===== src/hw/rtl/frac_pkg.sv =====
package frac_pkg;

  // Entries in the queue between the front and the back part.
  localparam int QUEUE_DEPTH = 2;

  // What the back part has to do with a queued request.
  localparam logic KIND_DIRECT = 1'b0;
  localparam logic KIND_REDUCE = 1'b1;

  // Bytes-aligned width of a bus that carries the given number of bits.
  function automatic int bus_bits(input int bits);
    return ((bits + 7) / 8) * 8;
  endfunction

endpackage


===== src/hw/rtl/fraction_reducer_unit.sv =====
// Fraction reducer: takes an unsigned numerator and denominator and returns
// the fraction in lowest terms, one result for every request.
// The input channel (in_*) carries the fraction, the output channel (out_*)
// the reduced fraction, both in the same packing of tdata.
// Denominator one, zero numerator and equal parts are settled as a request
// is taken in; such a request passes through the queue and is then offered
// from the output register.
// Any other fraction goes through a binary GCD unit, one step per cycle, and
// then through two restoring dividers working side by side, one quotient bit
// per cycle. The block works on one fraction at a time; a small queue in front
// still takes up to two further requests while one is being reduced.
// A finished result waits in the output register while out_tready is low;
// the block then takes no new work from its queue, and in_tready falls once
// the queue fills. Reset empties the queue and drops any pending result.
module fraction_reducer_unit import frac_pkg::*; #(
  parameter int WIDTH = 64,
  localparam int DataW = bus_bits(2 * WIDTH)
) (
  input  logic             clk,
  input  logic             rst_n,
  input  logic             in_tvalid,
  output logic             in_tready,
  input  logic [DataW-1:0] in_tdata,   // numerator_in, denominator_in, zero fill
  output logic             out_tvalid,
  input  logic             out_tready,
  output logic [DataW-1:0] out_tdata   // reduced_numerator, reduced_denominator, zero fill
);

  localparam int QW = 2 * WIDTH + 1;

  logic             q_push, q_full, q_pop, q_valid;
  logic [QW-1:0]    q_wdata, q_rdata;
  logic [WIDTH-1:0] res_num, res_den;

  frac_front #(.WIDTH(WIDTH)) u_front (
    .in_tvalid      (in_tvalid),
    .in_tready      (in_tready),
    .numerator_in   (in_tdata[WIDTH-1:0]),
    .denominator_in (in_tdata[2*WIDTH-1:WIDTH]),
    .q_full         (q_full),
    .q_push         (q_push),
    .q_data         (q_wdata)
  );

  frac_queue #(.DW(QW)) u_queue (
    .clk       (clk),
    .rst_n     (rst_n),
    .push      (q_push),
    .push_data (q_wdata),
    .full      (q_full),
    .pop       (q_pop),
    .not_empty (q_valid),
    .pop_data  (q_rdata)
  );

  frac_back #(.WIDTH(WIDTH)) u_back (
    .clk       (clk),
    .rst_n     (rst_n),
    .q_valid   (q_valid),
    .q_data    (q_rdata),
    .q_pop     (q_pop),
    .out_valid (out_tvalid),
    .out_ready (out_tready),
    .out_num   (res_num),
    .out_den   (res_den)
  );

  assign out_tdata = DataW'({res_den, res_num});

endmodule


===== src/hw/rtl/frac_front.sv =====
module frac_front import frac_pkg::*; #(
  parameter int WIDTH = 64
) (
  input  logic               in_tvalid,
  output logic               in_tready,
  input  logic [WIDTH-1:0]   numerator_in,
  input  logic [WIDTH-1:0]   denominator_in,
  input  logic               q_full,
  output logic               q_push,
  output logic [2*WIDTH:0]   q_data       // num, den, kind from the lowest bit up
);

  localparam logic [WIDTH-1:0] One = WIDTH'(1);

  logic             kind;
  logic [WIDTH-1:0] num_c;
  logic [WIDTH-1:0] den_c;

  // The special cases are settled here, so the back part runs the divisor
  // search only for fractions marked KIND_REDUCE.
  always_comb begin
    kind  = KIND_DIRECT;
    num_c = numerator_in;
    den_c = denominator_in;
    if (denominator_in == One) begin
      kind = KIND_DIRECT;
    end else if (numerator_in == '0) begin
      den_c = (denominator_in != '0) ? One : '0;
    end else if (numerator_in == denominator_in) begin
      num_c = One;
      den_c = One;
    end else begin
      kind = KIND_REDUCE;
    end
  end

  assign in_tready = !q_full;
  assign q_push    = in_tvalid && !q_full;
  assign q_data    = {kind, den_c, num_c};

endmodule


===== src/hw/rtl/frac_queue.sv =====
module frac_queue import frac_pkg::*; #(
  parameter int DW = 129
) (
  input  logic          clk,
  input  logic          rst_n,
  input  logic          push,
  input  logic [DW-1:0] push_data,
  output logic          full,
  input  logic          pop,
  output logic          not_empty,
  output logic [DW-1:0] pop_data
);

  localparam int PW   = (QUEUE_DEPTH > 1) ? $clog2(QUEUE_DEPTH) : 1;
  localparam int CNTW = $clog2(QUEUE_DEPTH + 1);
  localparam logic [PW-1:0] LastPtr = PW'(QUEUE_DEPTH - 1);

  logic [DW-1:0]   mem_r [QUEUE_DEPTH];
  logic [PW-1:0]   wr_ptr_r, wr_ptr_nxt;
  logic [PW-1:0]   rd_ptr_r, rd_ptr_nxt;
  logic [CNTW-1:0] count_r, count_nxt;
  logic            do_push, do_pop;

  assign full      = (count_r == CNTW'(QUEUE_DEPTH));
  assign not_empty = (count_r != '0);
  assign do_push   = push && !full;
  assign do_pop    = pop && not_empty;
  assign pop_data  = mem_r[rd_ptr_r];

  always_comb begin
    wr_ptr_nxt = wr_ptr_r;
    rd_ptr_nxt = rd_ptr_r;
    count_nxt  = count_r;
    if (do_push) begin
      wr_ptr_nxt = (wr_ptr_r == LastPtr) ? '0 : wr_ptr_r + 1'b1;
    end
    if (do_pop) begin
      rd_ptr_nxt = (rd_ptr_r == LastPtr) ? '0 : rd_ptr_r + 1'b1;
    end
    if (do_push && !do_pop) begin
      count_nxt = count_r + 1'b1;
    end else if (do_pop && !do_push) begin
      count_nxt = count_r - 1'b1;
    end
  end

  always_ff @(posedge clk) begin
    if (!rst_n) begin
      wr_ptr_r <= '0;
      rd_ptr_r <= '0;
      count_r  <= '0;
    end else begin
      wr_ptr_r <= wr_ptr_nxt;
      rd_ptr_r <= rd_ptr_nxt;
      count_r  <= count_nxt;
    end
  end

  always_ff @(posedge clk) begin
    if (do_push) begin
      mem_r[wr_ptr_r] <= push_data;
    end
  end

endmodule


===== src/hw/rtl/frac_back.sv =====
module frac_back import frac_pkg::*; #(
  parameter int WIDTH = 64
) (
  input  logic             clk,
  input  logic             rst_n,
  input  logic             q_valid,
  input  logic [2*WIDTH:0] q_data,
  output logic             q_pop,
  output logic             out_valid,
  input  logic             out_ready,
  output logic [WIDTH-1:0] out_num,
  output logic [WIDTH-1:0] out_den
);

  localparam int KW = $clog2(WIDTH + 1);

  localparam logic [1:0] S_IDLE = 2'd0;
  localparam logic [1:0] S_GCD  = 2'd1;
  localparam logic [1:0] S_DIV  = 2'd2;
  localparam logic [1:0] S_DONE = 2'd3;

  logic [1:0]       state_r, state_nxt;
  logic [WIDTH-1:0] a_r, a_nxt, b_r, b_nxt, g_r, g_nxt;
  logic [KW-1:0]    k_r, k_nxt;
  logic [KW-1:0]    cnt_r, cnt_nxt;
  logic [WIDTH-1:0] num_r, num_nxt, den_r, den_nxt;
  logic [WIDTH-1:0] rem_n_r, rem_n_nxt, rem_d_r, rem_d_nxt;
  logic [WIDTH-1:0] out_num_r, out_num_nxt, out_den_r, out_den_nxt;
  logic             out_valid_r, out_valid_nxt;

  logic             out_free;
  logic             q_kind;
  logic [WIDTH-1:0] q_num, q_den;
  logic [WIDTH:0]   sh_n, sh_d, g_ext;
  logic             ge_n, ge_d;

  assign q_kind = q_data[2*WIDTH];
  assign q_den  = q_data[2*WIDTH-1:WIDTH];
  assign q_num  = q_data[WIDTH-1:0];

  assign out_free = !out_valid_r || out_ready;

  // One step of each restoring divider; both share the divisor.
  assign g_ext = {1'b0, g_r};
  assign sh_n  = {rem_n_r, num_r[WIDTH-1]};
  assign sh_d  = {rem_d_r, den_r[WIDTH-1]};
  assign ge_n  = (sh_n >= g_ext);
  assign ge_d  = (sh_d >= g_ext);

  always_comb begin
    state_nxt     = state_r;
    a_nxt         = a_r;
    b_nxt         = b_r;
    g_nxt         = g_r;
    k_nxt         = k_r;
    cnt_nxt       = cnt_r;
    num_nxt       = num_r;
    den_nxt       = den_r;
    rem_n_nxt     = rem_n_r;
    rem_d_nxt     = rem_d_r;
    out_num_nxt   = out_num_r;
    out_den_nxt   = out_den_r;
    out_valid_nxt = out_valid_r && !out_ready;
    q_pop         = 1'b0;

    case (state_r)
      S_IDLE: begin
        if (q_valid && out_free) begin
          q_pop = 1'b1;
          if (q_kind == KIND_DIRECT) begin
            out_num_nxt   = q_num;
            out_den_nxt   = q_den;
            out_valid_nxt = 1'b1;
          end else begin
            a_nxt     = q_num;
            b_nxt     = q_den;
            num_nxt   = q_num;
            den_nxt   = q_den;
            k_nxt     = '0;
            state_nxt = S_GCD;
          end
        end
      end
      S_GCD: begin
        // Binary GCD, one step per cycle; k counts the common factors of two.
        cnt_nxt   = '0;
        rem_n_nxt = '0;
        rem_d_nxt = '0;
        if (a_r == '0) begin
          g_nxt     = b_r << k_r;
          state_nxt = S_DIV;
        end else if (b_r == '0) begin
          g_nxt     = a_r << k_r;
          state_nxt = S_DIV;
        end else if (!a_r[0] && !b_r[0]) begin
          a_nxt = a_r >> 1;
          b_nxt = b_r >> 1;
          k_nxt = k_r + 1'b1;
        end else if (!a_r[0]) begin
          a_nxt = a_r >> 1;
        end else if (!b_r[0]) begin
          b_nxt = b_r >> 1;
        end else if (a_r >= b_r) begin
          a_nxt = (a_r - b_r) >> 1;
        end else begin
          b_nxt = (b_r - a_r) >> 1;
        end
      end
      S_DIV: begin
        num_nxt   = {num_r[WIDTH-2:0], ge_n};
        den_nxt   = {den_r[WIDTH-2:0], ge_d};
        rem_n_nxt = ge_n ? WIDTH'(sh_n - g_ext) : sh_n[WIDTH-1:0];
        rem_d_nxt = ge_d ? WIDTH'(sh_d - g_ext) : sh_d[WIDTH-1:0];
        cnt_nxt   = cnt_r + 1'b1;
        if (cnt_r == KW'(WIDTH - 1)) begin
          state_nxt = S_DONE;
        end
      end
      S_DONE: begin
        if (out_free) begin
          out_num_nxt   = num_r;
          out_den_nxt   = den_r;
          out_valid_nxt = 1'b1;
          state_nxt     = S_IDLE;
        end
      end
      default: begin
        state_nxt = S_IDLE;
      end
    endcase
  end

  always_ff @(posedge clk) begin
    if (!rst_n) begin
      state_r     <= S_IDLE;
      out_valid_r <= 1'b0;
    end else begin
      state_r     <= state_nxt;
      out_valid_r <= out_valid_nxt;
    end
  end

  always_ff @(posedge clk) begin
    a_r       <= a_nxt;
    b_r       <= b_nxt;
    g_r       <= g_nxt;
    k_r       <= k_nxt;
    cnt_r     <= cnt_nxt;
    num_r     <= num_nxt;
    den_r     <= den_nxt;
    rem_n_r   <= rem_n_nxt;
    rem_d_r   <= rem_d_nxt;
    out_num_r <= out_num_nxt;
    out_den_r <= out_den_nxt;
  end

  assign out_valid = out_valid_r;
  assign out_num   = out_num_r;
  assign out_den   = out_den_r;

endmodule


===== config.mk =====
export PLATFORM = sky130hd
export DESIGN_NAME = fraction_reducer_unit
export DESIGN_NICKNAME = d
export VERILOG_FILES = /design/src/hw/rtl/frac_pkg.sv /design/src/hw/rtl/fraction_reducer_unit.sv /design/src/hw/rtl/frac_front.sv /design/src/hw/rtl/frac_queue.sv /design/src/hw/rtl/frac_back.sv
export SDC_FILE = /design/constraint.sdc
export NUM_CORES = 2
export LEC_CHECK = 0
export ABC_CLOCK_PERIOD_IN_PS = 11500
export BUFFER_PORTS_ARGS = -buffer_cell sky130_fd_sc_hd__clkbuf_2
export CELL_PAD_IN_SITES_DETAIL_PLACEMENT = 0
export CELL_PAD_IN_SITES_GLOBAL_PLACEMENT = 1
export CORE_MARGIN = 2
export CORE_UTILIZATION = 40
export CTS_BUF_LIST = sky130_fd_sc_hd__clkbuf_4 sky130_fd_sc_hd__clkbuf_8 sky130_fd_sc_hd__clkbuf_16
export DETAILED_ROUTE_END_ITERATION = 7
export GPL_TIMING_DRIVEN = 0
export PLACE_DENSITY = 0.72
export SLEW_MARGIN = 10
export SYNTH_ARGS = -nofsm -noshare
export SYNTH_HDL_FRONTEND = slang
export SYNTH_SLANG_ARGS = --single-unit

===== constraint.sdc =====
create_clock -name clk -period 11.5 [get_ports clk]
set_input_delay 0.575 -clock clk [delete_from_list [all_inputs] [get_ports clk]]
set_output_delay 0.575 -clock clk [all_outputs]
set_load 0.005 [all_outputs]

; ---- After elaboration in Yosys (flattened, before gate mapping)
; Memories as Yosys holds them, arrays and structs flattened. A register that Yosys moved wholly into a read port is not among the register bits.
; Index checks and enable logic that the tools add are counted.
[op_classes]
n_eq_ne = 20
shifts = 2
mux = 72
magnitude_cmp = 3
n_addsub = 10
reduce_logical = 37
[op_table]
columns = op, count
row1 = 64-bit two-way mux, 32
row2 = 64-bit case mux with 2 select lines, 8
row3 = 64-bit subtractor, 4
row4 = 64-bit logical NOT, 3
row5 = 65-bit by 64-bit >= comparator with 1-bit output, 2
row6 = 64-bit by 7-bit << shifter with 64-bit output, 2
row7 = "64-bit by 1-bit equality test with 1-bit output, second input constant", 1
row8 = 64-bit equality test, 1
row9 = 64-bit >= comparator, 1
row10 = 64-bit nonzero test, 1
row11 = 7-bit two-way mux, 5
row12 = 7-bit case mux with 2 select lines, 2
row13 = 2-bit two-way mux, 8
row14 = 1-bit two-way mux, 15
row15 = "7-bit by 1-bit adder with 7-bit output, second input constant", 2
row16 = 7-bit AND reduction, 2
row17 = 2-bit nonzero test, 7
row18 = "4-bit inequality test, second input constant", 3
row19 = 6-bit AND reduction, 2
row20 = "2-bit by 1-bit inequality test with 1-bit output, second input constant", 5
row21 = 5-bit AND reduction, 2
row22 = 1-bit logical AND, 8
row23 = 2-bit case mux with 4 select lines, 1
row24 = "7-bit by 6-bit equality test with 1-bit output, second input constant", 1
row25 = other kinds (14), 26
[totals]
word_cells = 163
mem_bits_rw = 258
mem_count = 1
out_inout_bits = 130
ff_bits = 597
input_bits = 132
[mem_list]
columns = memory, depth, width, rd, rd_clocked_by_memory_dff, wr, line
row1 = u_queue.mem_r, 2, 129, 1, 1, 1, frac_queue.sv:18  ; logic [DW-1:0] mem_r [QUEUE_DEPTH];

; ---- Longest topological paths before layout
[logic_depth]
depth_word = 9
depth_mapped = 16
ltp_nobuf = 14

; ---- By module
; Synthesis repeated with hierarchy kept, for this count alone.
[hier_totals]
cells_unflattened = 5452
area_unflattened_um2 = 56789.5
[by_module_without_submodules]
columns = mod, area_each_um2, seq_area_each_um2, instances, cells_per_inst
row1 = frac_back, 45155.8, 17777.0, 1, 4736
row2 = frac_queue, 9580.4, 7847.5, 1, 426
row3 = frac_front, 2053.2, 0.0, 1, 290

; ---- Worst setup path before layout
; OpenSTA, ideal clock, no wires.
[synth_path]
path_type = flip-flop to flip-flop
startpoint = register u_back.state_r[0]
endpoint = register u_back.out_den_r[0], in the netlist u_back.out_den[0], enable pin
stages_incl_launch_ff = 7
path_buffers = 3
slack_ps = 3222
synth_period_minus_slack_ps = 8278
arrival_time_ps = 7621
t_required_ps = 10842
setup_time_ps = 658
path_cell_list = dfxtp_1 > ha_1 > clkbuf_1 > clkbuf_1 > clkbuf_1 > o21ai_0 > a21oi_1
[synth_via]
elab_chain_len = 3
word_cells_on_any_way = 7
classes_between = 4 x eq/ne / 3 x reduce/logical
[synth_lines]
columns = item, line
row1 = "start, declared", frac_back.sv:22  ; logic [1:0] state_r, state_nxt;
row2 = "start signal, assigned", frac_back.sv:138  ; state_r <= state_nxt;
row3 = 2-bit equality test or 2-bit logical NOT (tied branches), frac_back.sv:66  ; case (state_r)
row4 = 2-bit by 1-bit inequality test with 1-bit output (no source line) (tied with other cells), --
row5 = 4-bit AND reduction (no source line) *, --
row6 = "end signal, assigned", frac_back.sv:154  ; out_den_r <= out_den_nxt;
row7 = "end, declared", frac_back.sv:28  ; logic [WIDTH-1:0] out_num_r, out_num_nxt, out_den_r, out_den_nxt;
; Every way passes the cells marked *; elsewhere a longest branch is shown, timed or not.
; A chain may end at the register's enable or synchronous reset.

; ---- Worst setup path in the final report
[layout_path]
startpoint = register u_back.a_r[62]
endpoint = register u_back.g_r[57], data pin
[layout_via]
elab_chain_len = 3
word_cells_on_any_way = 4
classes_between = 1 x shift / 2 x mux / 1 x reduce/logical
[layout_lines]
columns = item, line
row1 = "start, declared", frac_back.sv:23  ; logic [WIDTH-1:0] a_r, a_nxt, b_r, b_nxt, g_r, g_nxt;
row2 = "start signal, assigned", frac_back.sv:144  ; a_r <= a_nxt;
row3 = 64-bit by 7-bit << shifter with 64-bit output, frac_back.sv:93  ; g_nxt = a_r << k_r;
row4 = 64-bit two-way mux, frac_back.sv:92  ; end else if (b_r == '0) begin
row5 = 64-bit two-way mux *, frac_back.sv:89  ; if (a_r == '0) begin
row6 = "end signal, assigned", frac_back.sv:146  ; g_r <= g_nxt;
row7 = "end, declared", frac_back.sv:23
; Every way passes the cells marked *; elsewhere a longest branch is shown, timed or not. The select of a mux whose other input is x is not followed.

==> results.cfg <==
[detailed_routing]
drt-total-wl_mm = 219
ant_nets = 0
wl_per_cell_um = 28.6
dr.first_iter.drc_count = 4363
m1WireLength_mm = 88.2
dr_total_vias = 45400
drt_first_pass_iters = 8
vias_per_cell = 5.92
drc = 7
dr_wl_met3_mm = 14.3
dr_wl_met2_mm = 103
top_layer = met4

[clock_tree]
htreeDepth = 3
clk_latency_ps = 760
cts_resized = 0
tritoncts = done
cts_sinks = 856
clk_path_buf_depth = 3
hold_buffers = 0
numCtsBuffers = 94
cts_root_buffer = clkbuf_16
cts_setup_buffers = 0
clk_pin_slew_worst_paths_ps = 70

[synth]
synth_cell_types = 99
synth_area_per_cell_um2 = 10.5
synth_edf_count = 848
synthTopCellsByArea = edfxtp_1 45%, mux2_2 7.8%, ha_1 5.9%
synth_top_area_share_pct = 45.3
synth_top_area_cell = edfxtp_1
ys_ff_latch = 856
synthFlopType = edfxtp_1
syn_nets = 5740
netlist_area_um2 = 56200
ys_warn_count = 0
ys_seq_area_share_pct = 45.6
synthCells = 5341
async_flop_share_pct = 0

[outcome]
failed_checks = design-rule violations
outcome = finished with violations

[timing]
period_share_pct = 49.8
max_freq_mhz = 175
setup_viol = 0
rsz0062_at_grt = false
fin_worst_skew_ps = 73.5
fin_crit_ps = 5730
slew_headroom_pct = 9.67
worst_pin_slew_ps = 1340
slew_violations = 0
finalHoldViolCount = 0

[cells_and_area]
fin_area_um2 = 63800
diodes = 0
final_layout_size_suffix_gt1_share_pct = 16.3
syn_to_final_growth_pct = 13.5
seq_area_um2 = 25600
finalNetCount = 6122
multi_input_area_um2 = 28500
nFillCells = 13400

[setup_path]
r2r_slack_ps = 5770
critPathArrivalTime_ps = 6130
cp_num_buf_inv = 2
path_cells = nor4_1 -> nand4_1 -> nor4_2 -> buf_2 -> buf_4 -> a21oi_1 -> mux2i_1 -> mux2i_1 -> mux2i_1 -> mux2i_1 -> mux2_2 -> o221ai_1
worstRegToRegCells = 12
start_kind = register
cpMostUsedCell = mux2i_1
r2r_end = u_back.g_r[57]$_SDFFCE_PP0P_
cp_max_fo = 10
worstSetupEndpointType = register
rr_startpoint = u_back.a_r[62]$_DFFE_PP_
worstSetupPathType = register to register
critPathRequiredTime_ps = 11900
slowest_delay_ps = 920
cpMaxStageDelayCell = nor4_1
cp_top_family = simple AND/OR/NAND/NOR gates

[place]
io_buffers = 261
dpl_cell_area_um2 = 60600
detailed_place_hpwl_mm = 175
gp_congestion = 1.01

[run]
drv_cap = 0

[global_routing]
overflow = 0
first_global_vias = 44900
grt_pass1_wl_mm = 311
grt_usage_pct = 29.9
grt_max_degree = 56
antenna_found_initial = 0

[die]
io-pin-count = 262
row_count = 137
initial_utilization_pct = 40.3
dieHeight_um = 379
die-area_um2 = 144000
die_w_um = 379
core_um2 = 140000

[hold_path]
holdPathEnd = u_queue.wr_ptr_r$_SDFFE_PN0P_
hold_depth = 2
hold_start = rst_n
hold_path.class = input pin to register
cell usage after synthesis, types with 24 or more instances:
| cell | count |
|---|---|
| a22oi_1 | 26 |
| a21oi_1 | 466 |
| inv_1 | 254 |
| nor2b_1 | 33 |
| ha_1 | 263 |
| mux2i_1 | 287 |
| nand2b_1 | 26 |
| nor2_1 | 476 |
| buf_2 | 37 |
| a31oi_1 | 55 |
| buf_1 | 34 |
| a21o_1 | 143 |
| edfxtp_1 | 848 |
| o21bai_1 | 63 |
| nor4_1 | 80 |
| xor2_1 | 82 |
| clkbuf_1 | 220 |
| mux2_2 | 390 |
| nor3_1 | 39 |
| nand2_1 | 270 |
| nand4_1 | 105 |
| a221oi_1 | 39 |
| nand3_1 | 82 |
| and3_1 | 24 |
| xnor2_1 | 227 |
| o21ai_0 | 187 |
| and2_1 | 165 |
| o21a_1 | 39 |
| a211oi_1 | 32 |
| o22ai_1 | 61 |
| o221ai_1 | 28 |
worst reg2reg max path, delay by kind of cell, from the launching register on:
kind,cells,cell delay [ps]
mux,5,1480
compound gates,2,800
buf+inv,2,570
simple gates,3,1910
flops,1,610
state kept, by name (all words and copies together) (netlist names), 2 cells and up, named ones only:
register         flops
u_back.g_r          64
u_back.state_r       2
u_back.num_r        64
u_back.den_r        64
u_back.out_den      64
u_back.b_r          64
u_back.a_r          64
u_back.rem_n_r      64
u_back.out_num      64
u_queue.mem_r      258
u_back.rem_d_r      64
u_queue.count_r      2
u_back.k_r           7
u_back.cnt_r         7
worst max path at each step:
stage	startpoint	to	slack (ps)	cells after the start
finish	u_back.a_r[62]$_DFFE_PP_	u_back.g_r[57]$_SDFFCE_PP0P_	5770	12
floorplan	u_back.state_r[0]$_SDFFE_PN0P_	u_back.out_den[0]$_DFFE_PP_	3220	6
global route	u_back.b_r[25]$_DFFE_PP_	u_back.a_r[25]$_DFFE_PP_	5850	12
global placement	u_back.state_r[0]$_SDFFE_PN0P_	u_back.out_den[41]$_DFFE_PP_	-2150	6
CTS	u_back.a_r[62]$_DFFE_PP_	u_back.g_r[47]$_SDFFCE_PP0P_	5930	10
detailed placement	u_back.a_r[62]$_DFFE_PP_	u_back.g_r[47]$_SDFFCE_PP0P_	6000	10
routing by layer:
layer | track usage (%) | vias up
met3 | 4.47 | 454
met4 | 16.5 | 0
met1 | 37.3 | 22500
li1 | - | 20600
met5 | 0 | -
met2 | 49.5 | 1871
per-stage QoR:
stage / setup slack [ps] / hold slack [ps] / setup TNS (ps) / utilization, % / instances
after floorplan: 3220 / 486 / 0 / - / 5341
after global routing: 5850 / 198 / 0 / 45.7 / 7681
final: 5770 / 185 / 0 / 45.7 / 7681
after detailed placement: 6000 / 529 / 0 / 43.4 / 7503
after global placement: -2150 / 506 / -277440 / 42.9 / 7478
after CTS: 5930 / 148 / 0 / 45.7 / 7681
layout make-up:
class,count,area share [%]
Buffer,306,2.00
Clock buffer,107,3.85
Clock inverter,71,1.26
Inverter,255,1.50
Multi-Input combinational cell,3924,44.6
Sequential cell,856,40.1
Tap cell,1876,3.68
Timing Repair Buffer,286,2.97
placed cells by master, fill, tap and decap left out, drive strengths merged, types with 28 or more instances in the layout:
cell | Yosys | layout
nor2b | 33 | 33
inv | 254 | 262
buf | 86 | 111
nor4 | 81 | 81
and2 | 165 | 165
a21oi | 468 | 468
nor3 | 40 | 40
xnor2 | 227 | 227
nand4 | 105 | 105
mux2i | 287 | 287
a31oi | 55 | 55
nand2 | 272 | 272
ha | 263 | 263
clkbuf | 220 | 588
nand3 | 83 | 83
nor2 | 479 | 479
mux2 | 390 | 390
o221ai | 28 | 28
clkinv | 1 | 47
a21o | 143 | 143
o21ai | 199 | 199
o21a | 39 | 39
o21bai | 63 | 63
a221oi | 40 | 40
edfxtp | 848 | 848
xor2 | 82 | 82
a211oi | 42 | 42
o22ai | 61 | 61
cells by family after synthesis:
kind of cell,Yosys count,share of synthesized area (%)
buffers and inverters,561,3.97
flip-flops,856,45.6
AO/OA/AOI/OAI,1315,15.0
multiplexers,682,13.1
XOR/XNOR,309,4.81
adder cells (fa/ha/maj),267,5.99
AND/OR/NAND/NOR,1351,11.6
Power is left out: the tool's default activity adds up to more than one toggle a clock period on the data nets, which glitch-free logic cannot reach.
